===== src/hw/rtl/mps_pkg.sv =====
// ---------------------------------------------------------------------------
// mps_pkg
// Shared types, codes and helper functions for the motion program sequencer.
// ---------------------------------------------------------------------------
`default_nettype none

package mps_pkg;

  localparam int NumSteps = 3;

  localparam logic [15:0] StatusMask   = 16'h006F;
  localparam logic [15:0] StatusOpEn   = 16'h0027;
  localparam logic signed [32:0] StepTol   = 33'sd100;
  localparam logic signed [32:0] ReturnTol = 33'sd5;
  localparam logic [6:0]  TorqueMax    = 7'd100;
  localparam logic [31:0] ReturnSpeedRst = 32'd100;

  localparam logic [1:0] MODE_TICK  = 2'd0;
  localparam logic [1:0] MODE_START = 2'd1;
  localparam logic [1:0] MODE_STOP  = 2'd2;

  localparam logic [1:0] TW_NONE = 2'd0;
  localparam logic [1:0] TW_USER = 2'd1;
  localparam logic [1:0] TW_HW   = 2'd2;

  localparam logic [2:0] REG_STEP1_POS   = 3'd0;
  localparam logic [2:0] REG_STEP2_POS   = 3'd1;
  localparam logic [2:0] REG_STEP3_POS   = 3'd2;
  localparam logic [2:0] REG_STEP1_ST    = 3'd3;
  localparam logic [2:0] REG_STEP2_ST    = 3'd4;
  localparam logic [2:0] REG_STEP3_ST    = 3'd5;
  localparam logic [2:0] REG_DWELL       = 3'd6;
  localparam logic [2:0] REG_RETURN_SPD  = 3'd7;

  typedef enum logic [2:0] {
    PH_IDLE   = 3'd0,
    PH_STEP1  = 3'd1,
    PH_STEP2  = 3'd2,
    PH_STEP3  = 3'd3,
    PH_DWELL  = 3'd4,
    PH_RETURN = 3'd5
  } phase_t;

  typedef struct packed {
    logic [NumSteps-1:0][31:0] step_pos;
    logic [NumSteps-1:0][47:0] step_st;
    logic [31:0]               dwell_ms;
    logic [31:0]               return_speed;
  } mps_cfg_t;

  typedef struct packed {
    logic               start_accepted;
    logic [1:0]         target_write;
    logic signed [31:0] target_value;
    logic               profile_write;
    logic [30:0]        profile_speed;
    logic [6:0]         torque_limit;
    logic [2:0]         sequence_state;
  } mps_result_t;

  function automatic logic [30:0] speed_of(input logic [31:0] v);
    logic [31:0] mag;
    logic [30:0] s;
    mag = v[31] ? (32'd0 - v) : v;
    if (mag[31]) begin
      s = 31'h7FFF_FFFF;
    end else begin
      s = mag[30:0];
    end
    if (s == 31'd0) begin
      s = 31'd1;
    end
    return s;
  endfunction

  function automatic logic [6:0] torque_of(input logic [15:0] v);
    logic [16:0] ext;
    logic [16:0] mag;
    logic [6:0]  t;
    ext = {v[15], v};
    mag = v[15] ? (17'd0 - ext) : ext;
    if (mag > {10'd0, TorqueMax}) begin
      t = TorqueMax;
    end else if (mag == 17'd0) begin
      t = 7'd1;
    end else begin
      t = mag[6:0];
    end
    return t;
  endfunction

  function automatic logic near(input logic [31:0] a, input logic [31:0] b,
                                input logic signed [32:0] tol);
    logic signed [32:0] d;
    d = $signed({a[31], a}) - $signed({b[31], b});
    return (d <= tol) && (d >= -tol);
  endfunction

endpackage

`default_nettype wire


===== src/hw/rtl/mps_cfg.sv =====
// ---------------------------------------------------------------------------
// mps_cfg
// Configuration register file: step program, dwell and return speed.
// ---------------------------------------------------------------------------
`default_nettype none

module mps_cfg (
  input  wire logic              clk,
  input  wire logic              rst,
  input  wire logic              wr_en,
  input  wire logic [2:0]        wr_index,
  input  wire logic [47:0]       wr_data,
  output mps_pkg::mps_cfg_t      cfg
);
  import mps_pkg::*;

  mps_cfg_t regs;

  always_ff @(posedge clk) begin
    if (rst) begin
      regs.step_pos     <= '0;
      regs.step_st      <= '0;
      regs.dwell_ms     <= '0;
      regs.return_speed <= ReturnSpeedRst;
    end else if (wr_en) begin
      case (wr_index)
        REG_STEP1_POS:  regs.step_pos[0]    <= wr_data[31:0];
        REG_STEP2_POS:  regs.step_pos[1]    <= wr_data[31:0];
        REG_STEP3_POS:  regs.step_pos[2]    <= wr_data[31:0];
        REG_STEP1_ST:   regs.step_st[0]     <= wr_data;
        REG_STEP2_ST:   regs.step_st[1]     <= wr_data;
        REG_STEP3_ST:   regs.step_st[2]     <= wr_data;
        REG_DWELL:      regs.dwell_ms       <= wr_data[31:0];
        REG_RETURN_SPD: regs.return_speed   <= wr_data[31:0];
        default: begin
        end
      endcase
    end
  end

  assign cfg = regs;

endmodule

`default_nettype wire


===== src/hw/rtl/mps_core.sv =====
// ---------------------------------------------------------------------------
// mps_core
// Sequencer state and the single-pass decision logic for one word.
// ---------------------------------------------------------------------------
`default_nettype none

module mps_core (
  input  wire logic               clk,
  input  wire logic               rst,
  input  wire logic               accept,
  input  wire mps_pkg::mps_cfg_t  cfg,
  input  wire logic [1:0]         mode,
  input  wire logic               pdo_ready,
  input  wire logic               run_enabled,
  input  wire logic [15:0]        status_word,
  input  wire logic [31:0]        actual_position,
  input  wire logic [31:0]        actual_position_hw,
  input  wire logic [31:0]        now_ms,
  output mps_pkg::mps_result_t    result
);
  import mps_pkg::*;

  phase_t phase;
  phase_t phase_next;

  logic [NumSteps-1:0][31:0] latched_positions;
  logic [NumSteps-1:0][30:0] latched_speeds;
  logic [NumSteps-1:0][6:0]  latched_torques;
  logic [31:0] latched_dwell;
  logic [31:0] origin_user;
  logic [31:0] origin_hw;
  logic [31:0] active_target;
  logic [31:0] dwell_start_ms;

  logic start_ok;
  logic stop_ok;
  logic tick;
  logic near_step;
  logic near_home;
  logic dwell_done;
  logic load_step;
  logic enter_dwell;
  logic enter_return;
  logic finish;
  logic [1:0]  step_idx;
  logic [31:0] step_pos;
  logic [30:0] step_speed;
  logic [6:0]  step_torque;
  logic [31:0] elapsed;

  assign start_ok = accept && (mode == MODE_START) && (phase == PH_IDLE) && pdo_ready &&
                    run_enabled && ((status_word & StatusMask) == StatusOpEn);
  assign stop_ok  = accept && (mode == MODE_STOP) && (phase != PH_IDLE);
  assign tick     = accept && (mode == MODE_TICK) && pdo_ready;

  assign near_step  = near(actual_position, active_target, StepTol);
  assign near_home  = near(actual_position_hw, origin_hw, ReturnTol);
  assign elapsed    = now_ms - dwell_start_ms;
  assign dwell_done = (elapsed >= latched_dwell);

  always_comb begin
    phase_next = phase;
    case (phase)
      PH_IDLE: begin
        if (start_ok) phase_next = PH_STEP1;
      end
      PH_STEP1: begin
        if (stop_ok) phase_next = PH_IDLE;
        else if (tick && near_step) phase_next = PH_STEP2;
      end
      PH_STEP2: begin
        if (stop_ok) phase_next = PH_IDLE;
        else if (tick && near_step) phase_next = PH_STEP3;
      end
      PH_STEP3: begin
        if (stop_ok) phase_next = PH_IDLE;
        else if (tick && near_step) phase_next = PH_DWELL;
      end
      PH_DWELL: begin
        if (stop_ok) phase_next = PH_IDLE;
        else if (tick && dwell_done) phase_next = PH_RETURN;
      end
      PH_RETURN: begin
        if (stop_ok) phase_next = PH_IDLE;
        else if (tick && near_home) phase_next = PH_IDLE;
      end
      default: begin
        if (stop_ok) phase_next = PH_IDLE;
      end
    endcase
  end

  always_comb begin
    load_step    = (phase_next != phase) &&
                   (phase_next == PH_STEP1 || phase_next == PH_STEP2 ||
                    phase_next == PH_STEP3);
    enter_dwell  = (phase == PH_STEP3) && (phase_next == PH_DWELL);
    enter_return = (phase == PH_DWELL) && (phase_next == PH_RETURN);
    finish       = (phase == PH_RETURN) && (phase_next == PH_IDLE) && !stop_ok;
    step_idx     = 2'(phase_next - PH_STEP1);

    if (start_ok) begin
      step_pos    = cfg.step_pos[0];
      step_speed  = speed_of(cfg.step_st[0][31:0]);
      step_torque = torque_of(cfg.step_st[0][47:32]);
    end else begin
      step_pos    = latched_positions[step_idx];
      step_speed  = latched_speeds[step_idx];
      step_torque = latched_torques[step_idx];
    end

    result                = '0;
    result.start_accepted = start_ok;
    result.sequence_state = phase_next;
    if (load_step) begin
      result.profile_write = 1'b1;
      result.profile_speed = step_speed;
      result.torque_limit  = step_torque;
      result.target_write  = TW_USER;
      result.target_value  = step_pos;
    end else if (enter_return) begin
      result.profile_write = 1'b1;
      result.profile_speed = speed_of(cfg.return_speed);
      result.torque_limit  = latched_torques[NumSteps-1];
      result.target_write  = TW_HW;
      result.target_value  = origin_hw;
    end else if (stop_ok) begin
      result.target_write  = TW_USER;
      result.target_value  = actual_position;
    end
  end

  always_ff @(posedge clk) begin
    if (rst) begin
      phase <= PH_IDLE;
    end else begin
      phase <= phase_next;
    end
  end

  always_ff @(posedge clk) begin
    if (rst) begin
      for (int i = 0; i < NumSteps; i++) begin
        latched_positions[i] <= '0;
        latched_speeds[i]    <= 31'd1;
        latched_torques[i]   <= 7'd1;
      end
      latched_dwell  <= '0;
      origin_user    <= '0;
      origin_hw      <= '0;
      active_target  <= '0;
      dwell_start_ms <= '0;
    end else begin
      if (start_ok) begin
        for (int i = 0; i < NumSteps; i++) begin
          latched_positions[i] <= cfg.step_pos[i];
          latched_speeds[i]    <= speed_of(cfg.step_st[i][31:0]);
          latched_torques[i]   <= torque_of(cfg.step_st[i][47:32]);
        end
        latched_dwell <= cfg.dwell_ms[31] ? 32'd0 : cfg.dwell_ms;
        origin_user   <= actual_position;
        origin_hw     <= actual_position_hw;
      end
      if (load_step) begin
        active_target <= step_pos;
      end else if (enter_return) begin
        active_target <= origin_user;
      end
      if (enter_dwell) begin
        dwell_start_ms <= now_ms;
      end else if (start_ok || stop_ok || finish) begin
        dwell_start_ms <= '0;
      end
    end
  end

endmodule

`default_nettype wire


===== src/hw/rtl/mps_obuf.sv =====
// ---------------------------------------------------------------------------
// mps_obuf
// Two-entry result buffer: output register plus skid register.
// ---------------------------------------------------------------------------
`default_nettype none

module mps_obuf (
  input  wire logic                 clk,
  input  wire logic                 rst,
  input  wire logic                 push,
  input  wire mps_pkg::mps_result_t push_data,
  output logic                      full,
  output logic                      out_valid,
  input  wire logic                 out_stall,
  output mps_pkg::mps_result_t      out_data
);
  import mps_pkg::*;

  mps_result_t head;
  mps_result_t skid;
  logic        head_valid;
  logic        skid_valid;
  logic        take;

  assign take = head_valid && !out_stall;

  always_ff @(posedge clk) begin
    if (rst) begin
      head_valid <= 1'b0;
      skid_valid <= 1'b0;
    end else if (push) begin
      if (!head_valid || take) begin
        head_valid <= 1'b1;
      end else begin
        skid_valid <= 1'b1;
      end
    end else if (take) begin
      head_valid <= skid_valid;
      skid_valid <= 1'b0;
    end
  end

  always_ff @(posedge clk) begin
    if (push) begin
      if (!head_valid || take) begin
        head <= push_data;
      end else begin
        skid <= push_data;
      end
    end else if (take && skid_valid) begin
      head <= skid;
    end
  end

  assign full      = skid_valid;
  assign out_valid = head_valid;
  assign out_data  = head;

endmodule

`default_nettype wire


===== src/hw/rtl/motion_program_sequencer_unit.sv =====
// ---------------------------------------------------------------------------
// motion_program_sequencer_unit
// Three-step servo motion program with dwell and return to origin.
// ---------------------------------------------------------------------------
//  channel   handshake            payload
//  in        in_valid / in_stall  mode .. now_ms
//  out       out_valid / out_stall start_accepted .. sequence_state
//  cfg       cfg_valid / cfg_ready cfg_index, cfg_data
//
//  One word per cycle while in_stall is low; its result is registered.
//  Sequencer state updates in the cycle the word is taken.
//  rst is synchronous; it idles the sequencer and loads register defaults.
//  in_stall rises only when a result is held and a second one is parked.
// ---------------------------------------------------------------------------
`default_nettype none

module motion_program_sequencer_unit (
  input  wire logic               clk,
  input  wire logic               rst,
  input  wire logic               in_valid,
  output logic                    in_stall,
  input  wire logic [1:0]         mode,
  input  wire logic               pdo_ready,
  input  wire logic               run_enabled,
  input  wire logic [15:0]        status_word,
  input  wire logic signed [31:0] actual_position,
  input  wire logic signed [31:0] actual_position_hw,
  input  wire logic [31:0]        now_ms,
  output logic                    out_valid,
  input  wire logic               out_stall,
  output logic                    start_accepted,
  output logic [1:0]              target_write,
  output logic signed [31:0]      target_value,
  output logic                    profile_write,
  output logic [30:0]             profile_speed,
  output logic [6:0]              torque_limit,
  output logic [2:0]              sequence_state,
  input  wire logic               cfg_valid,
  output logic                    cfg_ready,
  input  wire logic [2:0]         cfg_index,
  input  wire logic [47:0]        cfg_data
);
  import mps_pkg::*;

  mps_cfg_t    cfg;
  mps_result_t result;
  mps_result_t out_data;
  logic        accept;

  assign cfg_ready = 1'b1;
  assign accept    = in_valid && !in_stall;

  mps_cfg u_cfg (
    .clk      (clk),
    .rst      (rst),
    .wr_en    (cfg_valid),
    .wr_index (cfg_index),
    .wr_data  (cfg_data),
    .cfg      (cfg)
  );

  mps_core u_core (
    .clk                (clk),
    .rst                (rst),
    .accept             (accept),
    .cfg                (cfg),
    .mode               (mode),
    .pdo_ready          (pdo_ready),
    .run_enabled        (run_enabled),
    .status_word        (status_word),
    .actual_position    (actual_position),
    .actual_position_hw (actual_position_hw),
    .now_ms             (now_ms),
    .result             (result)
  );

  mps_obuf u_obuf (
    .clk       (clk),
    .rst       (rst),
    .push      (accept),
    .push_data (result),
    .full      (in_stall),
    .out_valid (out_valid),
    .out_stall (out_stall),
    .out_data  (out_data)
  );

  assign start_accepted = out_data.start_accepted;
  assign target_write   = out_data.target_write;
  assign target_value   = out_data.target_value;
  assign profile_write  = out_data.profile_write;
  assign profile_speed  = out_data.profile_speed;
  assign torque_limit   = out_data.torque_limit;
  assign sequence_state = out_data.sequence_state;

endmodule

`default_nettype wire


===== config.mk =====
export PLATFORM = sky130hd
export DESIGN_NAME = motion_program_sequencer_unit
export DESIGN_NICKNAME = d
export VERILOG_FILES = /design/src/hw/rtl/mps_pkg.sv /design/src/hw/rtl/mps_cfg.sv /design/src/hw/rtl/mps_core.sv /design/src/hw/rtl/mps_obuf.sv /design/src/hw/rtl/motion_program_sequencer_unit.sv
export SDC_FILE = /design/constraint.sdc
export NUM_CORES = 2
export LEC_CHECK = 0
export BUFFER_PORTS_ARGS = -buffer_cell sky130_fd_sc_hd__buf_2
export CAP_MARGIN = 10
export CORE_MARGIN = 3
export CORE_UTILIZATION = 58
export CTS_BUF_LIST = sky130_fd_sc_hd__clkbuf_8
export CTS_CLUSTER_DIAMETER = 80
export DETAILED_ROUTE_END_ITERATION = 7
export PLACE_DENSITY = 0.8
export SLEW_MARGIN = 0
export SYNTH_ARGS = -nofsm -noshare
export SYNTH_HDL_FRONTEND = slang
export SYNTH_HIERARCHICAL = 1
export SYNTH_SLANG_ARGS = --single-unit
export TNS_END_PERCENT = 20

===== constraint.sdc =====
create_clock -name clk -period 7.26 [get_ports clk]
set_input_delay 0.726 -clock clk [delete_from_list [all_inputs] [get_ports clk]]
set_output_delay 0.726 -clock clk [all_outputs]
set_load 0.01 [all_outputs]

==> reports/qor.yml <==
status:
  status: "finished, final reports clean"
logic_synthesis:
  ys.warnings.count: 6
  netlist.area_leader.share: 0.295
  syn_area_mm2: 0.0461
  synth_seq_area_share: 0.395
  synth_enable_flop_cells: 154
  syn-num-nets: 5540
  syn_avg_cell_area_um2: 8.81
  syn-instance-count: 5228
  synthArstFlopShare: 0
  synthDistinctLibCells: 105
  yosys_most_used_dff: "dfxtp_1"
  synth_common_cells: "dfxtp_1, nand2_1, nand2b_1, a21oi_1, mux2i_1"
  yosysTopAreaCell: "dfxtp_1"
  synth_area_leaders: "dfxtp_1, edfxtp_1, mux2i_1"
  yosysMostFrequentCell: "dfxtp_1"
  yosys_register_bits: 832
clock_network:
  htree_levels: 4
  path_clk_slew_ns: 0.06
  clock_sinks: 832
  cts_buffer_depth: 3
  hold_buffers: 0
  cts_tree: "built"
  cts_root_buf: "clkbuf_8"
  clock_latency_ns: 0.82
  numCtsBuffers: 141
timing:
  hold_violations: 0
  worst_pin_slew_ns: 1.22
  fin_crit_ns: 7.06
  slew_headroom: 0.178
  slew_viol_final: 0
  setup_viol: 0
  hold-worst-slack_ns: 0.181
  skew_ns: 0.0491
  timing.fmax_ghz: 0.142
  layout_setup_ws_ns: 0.204
  period_share: 0.972
place:
  place_ws_ns: -0.502
  dp_hpwl_um: 98500
  gp_congestion: 0.988
  numPortBuffers: 240
pwr:
  seq_power_share: 0.472
  pwr-share-clk: 0.418
  power.combinational.fraction: 0.111
  power_density_mw_per_mm2: 200
  sw_frac_of_total: 0.266
  ir_worst_vdd_v: 0.000151
  p_sw_mw: 2.74
  internal-power_mw: 7.57
  power.total_mw: 10.3
  power.leakage_nw: 21.0
global_route:
  grt_overflow: 0
  grt_max_degree: 179
  grt_pass1_wl_um: 213000
  grtUsageTotal: 0.327
  antenna_found_initial: 11
  grt_pass1_vias: 37400
critical_path:
  crit_path_frequent_cell: "a21oi_2"
  critPathSlowestCell: "o41a_1"
  crit_required_ns: 7.80
  startpoint: "u_core/dwell_start_ms[0]"
  critPathMaxStageDelay_ns: 0.43
  critPathLaunchType: "register"
  timing.rr.end: "u_obuf/out_data[64]"
  end_kind: "register"
  reg2reg_from: "u_core/dwell_start_ms[0]"
  rrSetupSlack_ns: 0.20
  reg2regPathDepth: 34
  endpoint: "u_obuf/out_data[64]"
  cp.arrival_ns: 7.60
  crit_fanout: 7
  worstSetupPathType: "reg2reg"
hold_path:
  hp-class: "in2reg"
  hold_depth: 3
detailed_routing:
  drc: 0
  first_pass_iters: 8
  antenna_left: 0
  wl_per_cell_um: 21.9
  wl_um: 143000
  dr_total_vias: 40200
  viasPerCell: 6.16
  drt_iter0_markers: 4301
die:
  die_w_um: 288
  initial_core_util: 0.590
  fp.dieH_um: 288
  pin_count: 252
  fp-row-count: 102
  dieArea_mm2: 0.0828
  core_area_mm2: 0.0781
finish:
  layout-drive-gt1-share: 0.139
  nNetsFinal: 5678
  area_growth_pct: 11.7
run:
  drv_cap: 0
how the worst min path moves through the flow:
stage | endpoint | from | slack (ns)
3_3_place_gp | u_core/latched_speeds[3] | u_core/latched_speeds[3] | 0.43
3_5_place_dp | u_core/latched_positions[56] | u_core/latched_positions[56] | 0.44
4_1_cts | u_core/origin_user[29] | actual_position[29] | 0.12
2_1_floorplan | u_core/latched_speeds[56] | u_core/latched_speeds[56] | 0.43
6_report | u_core/origin_user[29] | actual_position[29] | 0.18
5_1_grt | u_core/dwell_start_ms[7] | now_ms[7] | 0.15
registers in the layout, summed over array words and instances (netlist names), 77 cells and up:
| register | count |
|---|---|
| u_cfg/cfg | 304 |
| u_core/latched_speeds | 93 |
| u_obuf/out_data | 77 |
| u_core/latched_positions | 96 |
| u_obuf/skid | 77 |
power by group through the flow:
| stage | Combinational, mW | Clock [mW] | Sequential [mW] |
|---|---|---|---|
| 3_3_place_gp | 1.09 | 0 | 4.96 |
| 6_report | 1.14 | 4.31 | 4.86 |
| 3_5_place_dp | 1.10 | 0 | 4.96 |
| 2_1_floorplan | 0.755 | 0 | 4.96 |
| 4_1_cts | 1.11 | 4.37 | 4.86 |
| 5_1_grt | 1.22 | 4.58 | 4.87 |
placed cells by master (no fill, tap or decap), types with 23 or more instances in the layout:
cell      Yosys  layout
a31oi_1      29      27
nor4b_1      36      36
a311o_1      33      33
o31ai_1      50      44
a211oi_1     30      30
mux2_4       77      77
o21ai_0     179     175
or3_1        39      39
o22ai_1      77      77
or4_1        28      26
xnor2_1      82      82
nor4_1       44      43
o211ai_1     25      25
xor2_1      106     106
ha_1        137     133
nand4_1      72      72
o21a_1       34      34
inv_1       227     272
edfxtp_1    154     154
buf_4         7     101
a21oi_1     410     404
nand2b_1    411     411
o221ai_1     23      23
clkbuf_8      0     179
nor2_1      243     242
nand2_1     665     664
nor3_1       70      65
dfxtp_1     678     677
o21ai_1      37      37
nand3_1      65      65
nand3b_1     36      36
a22oi_1      39      39
a21o_1       38      38
mux2i_1     382     380
buf_2        48     239
critical path, delay by kind of cell, from the launching register on:
kind	cells	cell delay, ns
compound gates	18	3.50
xor+xnor	1	0.17
fa+ha+maj	4	1.11
buf+inv	6	0.80
flops	1	0.35
mux	2	0.45
simple gates	3	0.39
area by class of cell:
cell class / count / area [µm²]
diodes: 10 / 25.0
clock buffers: 179 / 2460
clock inverters: 75 / 438
fillers: 6379 / 26700
inverters: 229 / 860
multi-input cells: 3796 / 25700
flip-flops and latches: 832 / 18200
well taps: 1040 / 1300
repair buffers: 366 / 2440
stage by stage:
stage,instance area [µm²],TNS (ns),cells,utilization
2_1_floorplan,46100,0,5228,-
3_3_place_gp,48100,-23.56,6248,0.615
3_5_place_dp,48100,-42.81,6248,0.615
4_1_cts,51000,0,6502,0.652
5_1_grt,51400,-0.0625,6520,0.658
6_report,51400,0,6527,0.658
cell families after synthesis:
group,count (synthesis),synth area share
adder cells (fa/ha/maj),140,0.0385
AND/OR/NAND/NOR,1839,0.205
buffers and inverters,600,0.0552
AO/OA/AOI/OAI,1160,0.160
other,1,0.0000814
XOR/XNOR,188,0.0358
multiplexers,468,0.110
flip-flops,832,0.395
metal layers:
metal / GRT usage / wire (µm)
met4: 0.136 / 5970
met2: 0.533 / 66500
met3: 0.0633 / 12300
met1: 0.426 / 58000
met5: 0 / 47
what timing repair did:
item	CTS	global route
cloned	0	3
hold endpoints to repair	0	0
endpoints found under the setup margin	1	173
pin swaps	0	23
buffers inserted	0	12
gates resized for setup	1	59
Note: power is estimated with default switching activity, not from simulation.
